<file path="src/design/tbsg_pkg.sv">
`default_nettype none
package tbsg_pkg;

	localparam int DIM_W     = 32;
	localparam int STRIDE_W  = 63;
	localparam int DIMS_W    = 4;
	localparam int MAX_RANK  = 8;
	localparam logic [DIMS_W-1:0] DIMS_MAX = {DIMS_W{1'b1}};

	localparam int S_TDATA_W = 2 * DIM_W;
	localparam int M_FIELD_W = DIM_W + 2 * STRIDE_W + 4;
	localparam int M_TDATA_W = ((M_FIELD_W + 7) / 8) * 8;

	localparam int QDEPTH  = 4;
	localparam int QPTR_W  = $clog2(QDEPTH);
	localparam int QCNT_W  = $clog2(QDEPTH + 1);

	localparam logic [DIM_W-1:0]    DIM_ONE    = {{(DIM_W-1){1'b0}}, 1'b1};
	localparam logic [STRIDE_W-1:0] STRIDE_ONE = {{(STRIDE_W-1){1'b0}}, 1'b1};
	localparam logic [STRIDE_W-1:0] STRIDE_SAT = {STRIDE_W{1'b1}};

	typedef struct packed {
		logic [DIM_W-1:0] dim_a;
		logic [DIM_W-1:0] dim_b;
		logic [DIM_W-1:0] out_dim;
		logic             a_gt1;
		logic             b_gt1;
		logic             bcast_a;
		logic             bcast_b;
		logic             mism;
		logic             first;
		logic             last;
	} q_entry_t;

	typedef struct packed {
		logic full;
		logic valid;
	} q_status_t;

	// Saturating product of a 63-bit count and a 32-bit size, built from a 32x32 and a
	// 31x32 partial product that work side by side.
	function automatic logic [STRIDE_W-1:0] sat_mul(input logic [STRIDE_W-1:0] x,
			input logic [DIM_W-1:0] y);
		logic [2*DIM_W-1:0]    lo;
		logic [STRIDE_W-1:0]   hi;
		logic [STRIDE_W:0]     mid;
		logic [STRIDE_W-1:0]   res;
		lo  = {{DIM_W{1'b0}}, x[DIM_W-1:0]} * {{DIM_W{1'b0}}, y};
		hi  = {{DIM_W{1'b0}}, x[STRIDE_W-1:DIM_W]} * {{(STRIDE_W-DIM_W){1'b0}}, y};
		mid = {1'b0, hi} + {{(STRIDE_W+1-DIM_W){1'b0}}, lo[2*DIM_W-1:DIM_W]};
		if (|mid[STRIDE_W:STRIDE_W-DIM_W]) begin
			res = STRIDE_SAT;
		end else begin
			res = {mid[STRIDE_W-DIM_W-1:0], lo[DIM_W-1:0]};
		end
		return res;
	endfunction

endpackage
`default_nettype wire

</file>
<file path="src/design/tbsg_fifo.sv">
`default_nettype none
module tbsg_fifo (
	input  wire logic               clk,
	input  wire logic               arst_n,
	input  wire logic               push,
	input  wire tbsg_pkg::q_entry_t entry_in,
	input  wire logic               pop,
	output tbsg_pkg::q_entry_t      entry_out,
	output tbsg_pkg::q_status_t     status
);

	tbsg_pkg::q_entry_t mem_q [tbsg_pkg::QDEPTH];
	logic [tbsg_pkg::QPTR_W-1:0] wr_ptr_q;
	logic [tbsg_pkg::QPTR_W-1:0] rd_ptr_q;
	logic [tbsg_pkg::QCNT_W-1:0] count_q;
	logic do_push;
	logic do_pop;

	assign status.full  = count_q == tbsg_pkg::QCNT_W'(tbsg_pkg::QDEPTH);
	assign status.valid = count_q != '0;
	assign do_push = push && !status.full;
	assign do_pop  = pop && status.valid;
	assign entry_out = mem_q[rd_ptr_q];

	always_ff @(posedge clk) begin
		if (do_push) begin
			mem_q[wr_ptr_q] <= entry_in;
		end
	end

	always_ff @(posedge clk or negedge arst_n) begin
		if (!arst_n) begin
			wr_ptr_q <= '0;
			rd_ptr_q <= '0;
			count_q  <= '0;
		end else begin
			if (do_push) begin
				wr_ptr_q <= (wr_ptr_q == tbsg_pkg::QPTR_W'(tbsg_pkg::QDEPTH - 1)) ?
					'0 : wr_ptr_q + 1'b1;
			end
			if (do_pop) begin
				rd_ptr_q <= (rd_ptr_q == tbsg_pkg::QPTR_W'(tbsg_pkg::QDEPTH - 1)) ?
					'0 : rd_ptr_q + 1'b1;
			end
			if (do_push && !do_pop) begin
				count_q <= count_q + 1'b1;
			end else if (do_pop && !do_push) begin
				count_q <= count_q - 1'b1;
			end
		end
	end

endmodule
`default_nettype wire

</file>
<file path="config.mk">
export PLATFORM = sky130hd
export DESIGN_NAME = tbsg_fifo
export DESIGN_NICKNAME = d
export VERILOG_FILES = /design/src/design/tbsg_pkg.sv /design/src/design/tbsg_fifo.sv
export SDC_FILE = /design/constraint.sdc
export NUM_CORES = 1
export LEC_CHECK = 0
export BUFFER_PORTS_ARGS = -buffer_cell sky130_fd_sc_hd__buf_4
export CAP_MARGIN = 0
export CORE_MARGIN = 3
export CORE_UTILIZATION = 50
export DETAILED_ROUTE_END_ITERATION = 8
export PLACE_DENSITY = 0.78
export SYNTH_ARGS = -nofsm -noshare
export SYNTH_HDL_FRONTEND = slang
export SYNTH_SLANG_ARGS = --single-unit
export TNS_END_PERCENT = 20
</file>
<file path="constraint.sdc">
create_clock -name clk -period 6.26 [get_ports clk]
set_clock_uncertainty 0.15 [all_clocks]
set_input_delay 0.313 -clock clk [delete_from_list [all_inputs] [get_ports clk]]
set_output_delay 0.313 -clock clk [all_outputs]
set_load 0.01 [all_outputs]
</file>
# ---- After elaboration in Yosys (flattened, before gate mapping)
# Memories as Yosys holds them, arrays and structs flattened.
# Index checks and enable logic that the tools add are counted.
dict set report op_classes {
  addsub 4
  n_mul 0
  div_mod_pow 0
  n_lt_le_gt_ge 0
  n_eq_ne 3
  shifts 0
  n_mux 6
  n_bitwise 0
  reduce_logical 9
}
# cell n
set op_table {}
lappend op_table {{$mux 3} 2}
lappend op_table {{$add 2x1->2 const B} 2}
lappend op_table {{$eq 2x2->1 const B} 2}
lappend op_table {{$logic_and 1x1->1} 4}
lappend op_table {{$mux 2} 2}
lappend op_table {{$add 3x1->3 const B} 1}
lappend op_table {{$eq 3x3->1 const B} 1}
lappend op_table {{$logic_not 1->1} 3}
lappend op_table {{$reduce_bool 3->1} 1}
lappend op_table {{$sub 3x1->3 const B} 1}
lappend op_table {{$mux 1} 2}
lappend op_table {{$reduce_bool 2->1} 1}
dict set report word_totals {
  reg_bits 7
  latchBits 0
  ram_bits 412
  mem_bits_ro 0
  memories 1
}
# name words width rd rd_ports_with_merged_regs write_ports line_no
set memory_table {}
lappend memory_table {mem_q 4 103 1 0 1 tbsg_fifo.sv:12} ;# tbsg_pkg::q_entry_t mem_q [tbsg_pkg::QDEPTH];

# ---- Depth between registers and ports, before layout
dict set report logic_depth {
  word_depth 7
  depth_mapped 8
}

# ---- Worst setup path after synthesis
# No wires, ideal clock.
dict set report synth_timing {
  path_kind {reg-to-reg}
  from {register wr_ptr_q[0] in the netlist's numbering}
  to {memory mem_q[3][0] in the netlist's numbering, enable pin}
  setup_time_ns 0.568
  arrival_time_ns 4.927
  t_required_ns 5.542
  setup_slack_ns 0.615
  stages_incl_launch_ff 4
  n_path_buf 0
  period_less_slack_ns 5.645
  path_cell_list {dfrtp_1 ha_1 nand2_1 nor2_1}
}
# element line_no
set synth_rtl {}
lappend synth_rtl {{from (decl)} tbsg_fifo.sv:13} ;# logic [tbsg_pkg::QPTR_W-1:0] wr_ptr_q;
lappend synth_rtl {{from (signal assigned)} tbsg_fifo.sv:38} ;# wr_ptr_q <= (wr_ptr_q == tbsg_pkg::QPTR_W'(tbsg_pkg::QDEPTH - 1)) ?
lappend synth_rtl {{to (decl)} tbsg_fifo.sv:12}
# No word-level cell before the write port.

==> flow_metrics.tcl <==
set metrics [dict create \
    run_status "complete, no violations" \
    antenna_found_initial 1 \
    dp_hpwl_mm 16.73 \
    syn_nets 690 \
    firstDrtPassIters 4 \
    die_w_um 180.9 \
    required_ps 5800 \
    worst_slew_pin_slew_ps 1051 \
    die_area_um2 32740 \
    cpMostUsedCell "buf_4" \
    cp_cell_sequence "buf_4, mux4_2, buf_4" \
    globalplace.congestion 0.6941 \
    grt_busiest_layer "met2" \
    yosys-top-cells-area "edfxtp_1, mux4_2, dfrtp_1, buf_8, ha_1" \
    synthAdderAreaFrac_pct 0.6214 \
    powerDensity_nw_per_um2 462.8 \
    dieHeight_um 180.9 \
    initial_utilization_pct 51.22 \
    synth_top_area_cell "edfxtp_1" \
    routed_wirelength_mm 29.22 \
    ys_top_cells_by_count "edfxtp_1, mux4_2, buf_2, dfrtp_1, ha_1" \
    synth.mux.area_fraction_pct 15.53 \
    rows 63 \
    syn-instance-count 576 \
    mappedNetlistArea_um2 15300 \
    synth.most_common_cell "edfxtp_1" \
    clockRootBuffer "clkbuf_16" \
    grtUsageMet2_pct 28.95 \
    start_kind "flop" \
    synth-async-reset-ratio_pct 1.671 \
    synth-compound-area-share_pct 0 \
    htreeDepth 2 \
    report.power.total_w 0.009128 \
    synth_top_area_share_pct 80.85 \
    core_um2 29870 \
    finalSetupViolations 0 \
    critical-path-max-stage-delay_ps 1040 \
    crit_fanout 65 \
    vias 7230 \
    grt_util_all_layers_pct 18.03 \
    grt-ovfl-total 0 \
    endpoint_kind "output port" \
    slew_violations 0 \
    cp.arrival_ps 2900 \
    critPathKind "flop to output port" \
    via_per_inst 5.396 \
    boundaryPins 212 \
    first_global_vias 7917 \
    grt_pass1_wl_mm 45.99 \
    fin_crit_ps 3365 \
    grtUsageMet3_pct 3.986 \
    slowest_stage "dfrtp_4" \
    cts.sinks 419 \
    setup_tns_ps 0 \
    clk_pin_slew_worst_paths_ps 60 \
    cts_buffers 43 \
    grt_max_degree 84 \
    drc_errors 0 \
    ir_drop_v 0.0002820 \
    synth_seq_cells 419 \
    drv_cap 0 \
    synth-edff-count 412 \
    power_leakage_nw 6.797 \
    cts_tree "done" \
    synth_top_family_by_area "multiplexers" \
    hold_viol 0 \
    seq_area_frac_synth_pct 82.00 \
    wl_per_cell_um 21.80 \
    cts_buffer_depth 3 \
    min_path_type "input port to flop" \
    yosys_warnings 0 \
    rsz0062_at_grt "false" \
    yosysUniqueCellTypes 20 \
    syn2layout_area_growth_pct 28.90 \
    slew_headroom_pct 29.95 \
    port_buffers 211 \
    syn_area_per_cell_um2 26.57 \
    drive_above_1_share_pct 40.99 \
    drtAntennaViolNets 0 \
    synthXorXnorAreaFrac_pct 0.1717 \
    period_share_pct 53.76 \
    yosys.area_share.simple_pct 0.4334 \
    clk_latency_ps 510 \
    fmax_ghz 0.2972 \
    final_nets 1033 \
    synth_flop_cell "edfxtp_1" \
    grtUsageMet1_pct 25.28 \
    drt_iter0_drc 563 \
]
-- metal layers --
metal  vias up  wire length [um]
li1       3172                 -
met1      3727             12460
met2       281             14170
met3        50              1937
met4         0               650
met5         -                 0
-- final cells by class --
type | count | area, um^2
Fill cell | 1875 | 10150
Clock inverter | 21 | 225.2
Tap cell | 390 | 488.0
Sequential cell | 419 | 12550
Multi-Input combinational cell | 130 | 2579
Clock buffer | 54 | 1160
Timing Repair Buffer | 322 | 2705
Antenna cell | 1 | 2.502
Inverter | 3 | 11.26
-- worst max-delay path: cells and delay by family (launching register included) --
kind / cells / cell delay, ps
flops: 1 / 1040
buf+inv: 2 / 810
mux: 1 / 450
-- report_power, final --
group          switching, W  internal, W
combinational       0.00126      0.00140
clock              0.000967      0.00151
sequential         0.000288      0.00371
total               0.00251      0.00662
-- timing repair --
item	CTS	global route
hold buffers	105	0
endpoints found under the hold margin	419	0
setup buffers	0	0
gates resized for setup	0	0
-- flip-flops by register name, indices dropped and copies added (netlist names) --
signal,cells
rd_ptr_q,2
wr_ptr_q,2
count_q,3
mem_q,412
-- worst paths after layout --
check,depth (start not counted),slack (ps),end,start
max,3,2890,entry_out[92],rd_ptr_q[1]
min,3,130,rd_ptr_q[0],pop
max reg2reg,4,3190,mem_q[0][77],count_q[2]
min reg2reg,1,360,count_q[2],count_q[2]
max in group asynchronous,3,5000,rd_ptr_q[1],arst_n
min in group asynchronous,3,650,wr_ptr_q[1],arst_n
-- cells in the final DEF, fill, tap and decap left out, types with 2 or more instances in the layout --
cell | Yosys | final
edfxtp_1 | 412 | 412
buf_4 | 1 | 215
dlygate4sd3_1 | 0 | 105
mux4_2 | 103 | 103
clkbuf_16 | 0 | 45
clkinv_1 | 0 | 9
clkbuf_1 | 4 | 9
ha_1 | 6 | 6
mux2_2 | 5 | 5
clkinv_2 | 0 | 5
bufinv_16 | 0 | 5
dfrtp_1 | 7 | 5
inv_1 | 3 | 3
and2_4 | 0 | 3
nor2_1 | 4 | 3
nand2_1 | 2 | 2
xor2_1 | 2 | 2
buf_12 | 0 | 2
dfrtp_4 | 0 | 2
-- stage by stage --
step                hold slack, ps  utilization, %  cells  instance area (um^2)  setup slack, ps
floorplan                   -132.6               -    576                 15300            615.0
global placement            -14.87           57.86   1159                 17290             3204
detailed placement          -8.523           57.86   1159                 17290             3152
CTS                          109.0           66.02   1339                 19720             2820
global route                 134.6           66.03   1340                 19730             2695
finish                       132.8           66.03   1340                 19730             2895
-- logic make-up after synthesis --
| group | Yosys count |
|---|---|
| adder cells (fa/ha/maj) | 7 |
| AND/OR/NAND/NOR | 12 |
| multiplexers | 108 |
| flip-flops | 419 |
| XOR/XNOR | 3 |
| buffers and inverters | 27 |
No activity file was read; power rests on OpenSTA's default activity.
