<file path="config.mk">
export PLATFORM = sky130hd
export DESIGN_NAME = tbsg_front
export DESIGN_NICKNAME = d
export VERILOG_FILES = /design/src/design/tbsg_pkg.sv /design/src/design/tbsg_front.sv
export SDC_FILE = /design/constraint.sdc
export NUM_CORES = 1
export LEC_CHECK = 0
export BUFFER_PORTS_ARGS = -buffer_cell sky130_fd_sc_hd__buf_2
export CORE_MARGIN = 2
export CORE_UTILIZATION = 40
export DETAILED_ROUTE_END_ITERATION = 8
export PLACE_DENSITY = 0.91
export REMOVE_ABC_BUFFERS = 1
export SLEW_MARGIN = 30
export SYNTH_ARGS = -nofsm -noshare
export SYNTH_HDL_FRONTEND = slang
export SYNTH_SLANG_ARGS = --single-unit
export TNS_END_PERCENT = 30
</file>
<file path="constraint.sdc">
create_clock -name vclk -period 2.93
set_input_delay 0 -clock vclk [all_inputs]
set_output_delay 0 -clock vclk [all_outputs]
set_load 0.02 [all_outputs]
</file>
<file path="src/design/tbsg_pkg.sv">
`default_nettype none
package tbsg_pkg;

	localparam int DIM_W     = 32;
	localparam int STRIDE_W  = 63;
	localparam int DIMS_W    = 4;
	localparam int MAX_RANK  = 8;
	localparam logic [DIMS_W-1:0] DIMS_MAX = {DIMS_W{1'b1}};

	localparam int S_TDATA_W = 2 * DIM_W;
	localparam int M_FIELD_W = DIM_W + 2 * STRIDE_W + 4;
	localparam int M_TDATA_W = ((M_FIELD_W + 7) / 8) * 8;

	localparam int QDEPTH  = 4;
	localparam int QPTR_W  = $clog2(QDEPTH);
	localparam int QCNT_W  = $clog2(QDEPTH + 1);

	localparam logic [DIM_W-1:0]    DIM_ONE    = {{(DIM_W-1){1'b0}}, 1'b1};
	localparam logic [STRIDE_W-1:0] STRIDE_ONE = {{(STRIDE_W-1){1'b0}}, 1'b1};
	localparam logic [STRIDE_W-1:0] STRIDE_SAT = {STRIDE_W{1'b1}};

	typedef struct packed {
		logic [DIM_W-1:0] dim_a;
		logic [DIM_W-1:0] dim_b;
		logic [DIM_W-1:0] out_dim;
		logic             a_gt1;
		logic             b_gt1;
		logic             bcast_a;
		logic             bcast_b;
		logic             mism;
		logic             first;
		logic             last;
	} q_entry_t;

	typedef struct packed {
		logic full;
		logic valid;
	} q_status_t;

	// Saturating product of a 63-bit count and a 32-bit size, built from a 32x32 and a
	// 31x32 partial product that work side by side.
	function automatic logic [STRIDE_W-1:0] sat_mul(input logic [STRIDE_W-1:0] x,
			input logic [DIM_W-1:0] y);
		logic [2*DIM_W-1:0]    lo;
		logic [STRIDE_W-1:0]   hi;
		logic [STRIDE_W:0]     mid;
		logic [STRIDE_W-1:0]   res;
		lo  = {{DIM_W{1'b0}}, x[DIM_W-1:0]} * {{DIM_W{1'b0}}, y};
		hi  = {{DIM_W{1'b0}}, x[STRIDE_W-1:DIM_W]} * {{(STRIDE_W-DIM_W){1'b0}}, y};
		mid = {1'b0, hi} + {{(STRIDE_W+1-DIM_W){1'b0}}, lo[2*DIM_W-1:DIM_W]};
		if (|mid[STRIDE_W:STRIDE_W-DIM_W]) begin
			res = STRIDE_SAT;
		end else begin
			res = {mid[STRIDE_W-DIM_W-1:0], lo[DIM_W-1:0]};
		end
		return res;
	endfunction

endpackage
`default_nettype wire

</file>
<file path="src/design/tbsg_front.sv">
`default_nettype none
module tbsg_front (
	input  wire logic                           s_tvalid,
	output logic                                s_tready,
	input  wire logic [tbsg_pkg::S_TDATA_W-1:0] s_tdata,
	input  wire logic                           s_tuser,
	input  wire logic                           s_tlast,
	input  wire tbsg_pkg::q_status_t            q_status,
	output logic                                q_push,
	output tbsg_pkg::q_entry_t                  q_entry
);

	logic [tbsg_pkg::DIM_W-1:0] dim_a;
	logic [tbsg_pkg::DIM_W-1:0] dim_b;
	logic [tbsg_pkg::DIM_W-1:0] out_dim;

	assign dim_a   = s_tdata[tbsg_pkg::DIM_W-1:0];
	assign dim_b   = s_tdata[2*tbsg_pkg::DIM_W-1:tbsg_pkg::DIM_W];
	assign out_dim = (dim_a > dim_b) ? dim_a : dim_b;

	assign s_tready = !q_status.full;
	assign q_push   = s_tvalid && !q_status.full;

	always_comb begin
		q_entry.dim_a   = dim_a;
		q_entry.dim_b   = dim_b;
		q_entry.out_dim = out_dim;
		q_entry.a_gt1   = dim_a > tbsg_pkg::DIM_ONE;
		q_entry.b_gt1   = dim_b > tbsg_pkg::DIM_ONE;
		q_entry.bcast_a = (dim_a == tbsg_pkg::DIM_ONE) && (out_dim > tbsg_pkg::DIM_ONE);
		q_entry.bcast_b = (dim_b == tbsg_pkg::DIM_ONE) && (out_dim > tbsg_pkg::DIM_ONE);
		q_entry.mism    = (dim_a != dim_b) && (dim_a != tbsg_pkg::DIM_ONE)
			&& (dim_b != tbsg_pkg::DIM_ONE);
		q_entry.first   = s_tuser;
		q_entry.last    = s_tlast;
	end

endmodule
`default_nettype wire

</file>
-- Word level (Yosys, flattened, before mapping)
Cells that the tools add are included.
- equality and inequality tests: 5
- reduce and logical (&&, ||, !) cells: 6
- mux-type cells: 1
- $lt $le $gt $ge: 4
- operator list (operator ; number):
    greater-than comparator 32 x 1 -> 1 bit (second input constant) ; 3
    equality test 32 x 1 -> 1 bit (second input constant) ; 2
    inequality test 32 x 1 -> 1 bit (second input constant) ; 2
    greater-than comparator 32 bit ; 1
    two-way mux 32 bit ; 1
    inequality test 32 bit ; 1
    logical AND 1 bit ; 5
    logical NOT 1 bit ; 1
- output and inout port bits: 105
- bits in registers: 0

-- Longest topological paths before layout
Gate-level depths: netlist (run 1).
- depth in word-level cells: 4
- depth in mapped cells: 9

-- Worst setup path before layout (run 1)
Ideal clock, no wire load.
- kind: input port to output port
- from: in s_tdata[54] in the netlist's numbering
- to: out q_entry[10] in the netlist's numbering
- arrival: 2.295 ns
- cell stages on the path: 9
- setup slack: 0.635 ns
- data required time: 2.930 ns
- cell sequence: inv_1 ha_1 nand4_1 or4_1 nor3b_2 nor4_1 a311oi_4 buf_6 mux2_1
- RTL lines (item ; RTL line ; text):
    start, declared ; tbsg_front.sv:5 ; input wire logic [tbsg_pkg::S_TDATA_W-1:0] s_tdata,
    end, declared ; tbsg_front.sv:10 ; output tbsg_pkg::q_entry_t q_entry

==> results of run 1 <==
## cells in the final DEF, fill, tap and decap left out, drive strengths merged
cell,instances
nor2b,2
nand3,5
o32a,1
nor3b,2
ha,32
nand2,6
a21o,2
a21boi,3
buf,172
or4b,1
a311oi,1
or4,2
a21oi,13
nor4,16
o21ai,2
nor3,4
o211ai,1
a221oi,1
nand4,12
mux2,32
nor2,4
inv,36
## logic make-up (layout without fill, tap and decap cells)
logic type               Yosys count  after routing  synth area share (%)
buffers and inverters            105            208                  34.8
AND/OR/NAND/NOR                   54             54                  16.8
adder cells (fa/ha/maj)           32             32                  21.0
multiplexers                      32             32                  18.9
AO/OA/AOI/OAI                     24             24                  8.64
## worst max path at each step
stage          cells after the start   startpoint          end  slack [ns]
3_5_place_dp                      11  s_tdata[61]  q_entry[37]        0.21
3_3_place_gp                      11  s_tdata[61]  q_entry[35]        0.30
4_1_cts                           11  s_tdata[61]  q_entry[37]        0.21
6_report                          11  s_tdata[61]  q_entry[37]        0.22
2_1_floorplan                      8  s_tdata[54]   q_entry[4]        0.09
5_1_grt                           11  s_tdata[61]  q_entry[33]        0.06
## report_power, final
part           leakage, uW  switching, uW  internal (uW)
Clock                    0              0              0
Combinational      0.00135            299            191
Sequential               0              0              0
Total              0.00135            299            191
## critical path: stages
cell	delay, ns
buf_2	0.13
inv_1	0.05
ha_1	0.28
nand4_1	0.17
or4_1	0.60
nor3b_2	0.28
nor4_1	0.10
a311oi_4	0.23
buf_4	0.31
mux2_2	0.38
buf_2	0.16
## area by class of cell
| type | instances | area share (%) |
|---|---|---|
| Multi-Input combinational cell | 142 | 53.8 |
| Timing Repair Buffer | 172 | 37.5 |
| Inverter | 36 | 5.83 |
| Tap cell | 54 | 2.92 |
## layer usage
layer | vias to the layer above | routed length (um) | track usage (%)
li1 | 1025 | - | -
met1 | 902 | 2380 | 24.9
met2 | 122 | 2730 | 36.7
met3 | 6 | 401 | 0.829
met4 | 0 | 57 | 2.26
met5 | - | 0 | 0
## through the flow
stage                     power [uW]  instance area [um^2]  worst slack (ns)  hold WS (ns)
after CTS                        495                  2320             0.210      0.000161
after global routing             534                  2320            0.0599      0.000120
after global placement           482                  2320             0.297      0.000161
after floorplan                  224                  1380            0.0937             0
after detailed placement         493                  2320             0.210      0.000161
final                            491                  2320             0.216      0.000185
==> metrics.txt, run 1 <==
status finished clean; final-report max-slew violation count 0; grt total ovfl 0; fin crit share 92.6%; Hold Path Class in2out; initial antenna violation count 0; Worst Tran Pin Value 0.453 ns; Max VDD drop 0.100 mV; most common cell in the netlist buf_4; post-cts sizing count 0; Synth Instances 247; port bufs 169; core area 4660 um^2; fraction of layout cells with a size suffix above 1 51.1%; largest cells by area after synthesis buf_4 (26%), ha_1 (21%), mux2_1 (17%), inv_1 (7.1%), nor4_1 (5.2%); LEAKAGE 0.00135 uW; TNS Setup 0 ns; postcts setup bufs 0; fmax 369 MHz; vias per inst 5.09; Avg Inst Size Synth 7.74 um^2; Final #Nets 453; slew margin rel. 69.5%; sequential cells 0; Worst Hold Launch s_tlast; I/O pin count 174; die area 5350 um^2; hold path depth 0; Setup crit start kind input pin; top cell type's share of synthesized area 25.9%; non-filler instance count after layout 404; Finished Core Util 49.7%; WP data arrival 2.71 ns; Tmin final 2.71 ns; area added between synthesis and finish 21.3%; Die Span Y 73.1 um; vias in the first global route 1832; Std-Cell Rows 25; RSZ-0062 raised after global routing false; drt drc 0; power per cell area 212 nW/um^2; critical path class in2out; placed cells 404; first drt pass iteration count 4; clk_buf instances 0; Hold Fails Final Rpt 0; largest net degree at the start of global routing 20; Yosys top cell by area buf_4; Hold Buf Count CTS 0; Yosys warnings 0; DR WL/cell 13.8 um; FF/Latch Area 0 um^2; DRT Wirelength 5.56 mm; most common library cells after synthesis buf_4 (66), inv_1 (36), ha_1 (32), mux2_1 (28), nor4_1 (16); total number of vias 2055; Die Width 73.1 um; first-pass GRT wire length 8.45 mm; Iteration-0 DRC Markers 29; FILL cells 451; Antenna Cells 0; crit path max fanout 19; Routed Antenna Nets 0; # setup viols final 0; sequential cell area fraction in the yosys report 0%; worst hold endpoint q_entry[0]; worst path required time 2.93 ns; area of the multi-input gates 1250 um^2; Initial Util 41.0%; dpl hpwl 4.97 mm; Max-Cap Viols 0; mapped cell area 1910 um^2; routability cong. 0.760; endpoint class of the critical path output port; Global Route Usage Sum 19.5%; synth unique cells 24
No activity file was read; power rests on OpenSTA's default activity.
==> run 2: changes to the inputs <==
--- a/config.mk
+++ b/config.mk
@@ -6,8 +6,10 @@
 export NUM_CORES = 1
 export LEC_CHECK = 0
 export BUFFER_PORTS_ARGS = -buffer_cell sky130_fd_sc_hd__buf_2
-export CORE_MARGIN = 2
-export CORE_UTILIZATION = 40
+export CELL_PAD_IN_SITES_DETAIL_PLACEMENT = 0
+export CELL_PAD_IN_SITES_GLOBAL_PLACEMENT = 2
+export CORE_MARGIN = 4
+export CORE_UTILIZATION = 19
 export DETAILED_ROUTE_END_ITERATION = 8
 export PLACE_DENSITY = 0.91
 export REMOVE_ABC_BUFFERS = 1
==> run 2 against run 1 <==
Against the previous run:
- combinational power up 3%
- global-route usage decreased by 8.6 points
- clock-buffer cell count stayed put
- die area is 120% higher
- wire length up 26%
- cell count is 20% higher
- critical path type unchanged
==> metrics.txt, run 2 (synthesis gave the netlist of run 1 again) <==
status finished clean (unchanged); WP data arrival 2.77 ns (was 2.71 ns); worst path required time 2.93 ns (about the same); Worst path slowest cell or4_1 (unchanged); Final #Nets 455 (was 453); Finished Core Util 25.0% (was 49.7%); dpl hpwl 6.35 mm (was 4.97 mm); post-cts sizing count 0 (unchanged); Std-Cell Rows 36 (was 25); drt drc 0 (unchanged); Die Span Y 108 um (was 73.1 um); initial antenna violation count 0 (unchanged); CP most frequent cell buf_2 (unchanged); sequential cells 0 (unchanged); # setup viols final 0 (unchanged); LEAKAGE 0.00136 uW (was 0.00135 uW); RSZ-0062 raised after global routing false (unchanged); fmax 360 MHz (was 369 MHz); DRT Wirelength 6.99 mm (was 5.56 mm); area added between synthesis and finish 27.9% (was 21.3%); routability cong. 0.717 (was 0.760); I/O pin count 174 (unchanged); first drt pass iteration count 4 (unchanged); DR WL/cell 14.4 um (was 13.8 um); grt total ovfl 0 (unchanged); CP Cell Sequence buf_2 -> inv_1 -> ha_1 -> nand4_1 -> or4_1 -> nor3b_2 -> nor4_1 -> a311oi_4 -> buf_4 -> mux2_1 -> buf_2 (was buf_2 -> inv_1 -> ha_1 -> nand4_1 -> or4_1 -> nor3b_2 -> nor4_1 -> a311oi_4 -> buf_4 -> mux2_2 -> buf_2); Global Route Usage Sum 10.9% (was 19.5%); Die Width 108 um (was 73.1 um); Max-Cap Viols 0 (unchanged); most common cell after layout, fill and taps aside buf_2 (unchanged); critical path class in2out (unchanged); Initial Util 19.5% (was 41.0%); non-filler instance count after layout 485 (was 404); vias per inst 4.19 (was 5.09); Tmin final 2.77 ns (was 2.71 ns); total power 506 uW (was 491 uW); fin crit share 94.7% (was 92.6%); most frequent cells in the layout buf_2 (169), inv_1 (36), ha_1 (32) (unchanged); Antenna Cells 0 (unchanged); crit path max fanout 16 (was 19); fraction of layout cells with a size suffix above 1 51.4% (was 51.1%); die area 11700 um^2 (was 5350 um^2); total number of vias 2031 (was 2055); TNS Setup 0 ns (unchanged); postcts setup bufs 0 (unchanged); clk_buf instances 0 (unchanged); largest net degree at the start of global routing 19 (was 20); Hold Path Class in2out (unchanged); first-pass GRT wire length 10.2 mm (was 8.45 mm); placed cells 485 (was 404); FF/Latch Area 0 um^2 (unchanged); Max VDD drop 0.0599 mV (was 0.100 mV); FILL cells 1088 (was 451); endpoint class of the critical path output port (unchanged); worst hold margin 0.000185 ns (unchanged); core area 9770 um^2 (was 4660 um^2); Hold Buf Count CTS 0 (unchanged); slew margin rel. 66.1% (was 69.5%); Routed Antenna Nets 0 (unchanged); port bufs 169 (unchanged); Hold Fails Final Rpt 0 (unchanged); final-report max-slew violation count 0 (unchanged); Worst Tran Pin Value 0.504 ns (was 0.453 ns); power per cell area 207 nW/um^2 (was 212 nW/um^2); slowest stage delay, CP 0.61 ns (was 0.60 ns); Setup crit start kind input pin (unchanged); vias in the first global route 1962 (was 1832); Iteration-0 DRC Markers 44 (was 29)
## run 2: cell types whose count changed in the layout (fill, tap and decap cells not counted)
| cell | previous run | this run |
|---|---|---|
| buf_12 | 0 | 1 |
| buf_4 | 3 | 4 |
## run 2: layout make-up
cell class                      count  area (um^2)  area share [%]
Inverter                           36          135            5.53
Multi-Input combinational cell    142         1250            51.0
Tap cell                          133          166            6.81
Timing Repair Buffer              174          896            36.7
## run 2: final timing paths
path	startpoint	to	slack, ns	cells after the start
worst max-delay path	s_tdata[54]	q_entry[8]	0.16	11
worst min-delay path	s_tlast	q_entry[0]	0.0002	0
## run 2: worst max-delay path, delay by kind of cell
kind,cells,cell delay (ns)
and+or+nand+nor,4,1.14
muxes,1,0.35
AOI/OAI and AO/OA,1,0.30
buffers and inverters,4,0.65
adders and majority gates,1,0.31
## run 2: report_power, final
| part | switching, uW | leakage, uW | internal [uW] |
|---|---|---|---|
| clock | 0 | 0 | 0 |
| combinational | 308 | 0.00136 | 197 |
| sequential | 0 | 0 | 0 |
## run 2: layer usage
| layer | wire [um] | global-route usage (%) |
|---|---|---|
| met2 | 3370 | 21.5 |
| met3 | 684 | 0.716 |
| met5 | 0 | 0 |
| met1 | 2930 | 13.7 |
| met4 | 0 | 0 |
## run 2: through the flow
| step | worst slack (ns) | cell area, um^2 |
|---|---|---|
| after floorplan | 0.0937 | 1380 |
| after global placement | 0.224 | 2440 |
| after detailed placement | 0.161 | 2440 |
| after CTS | 0.149 | 2440 |
| after global routing | 0.00125 | 2440 |
| final | 0.156 | 2440 |
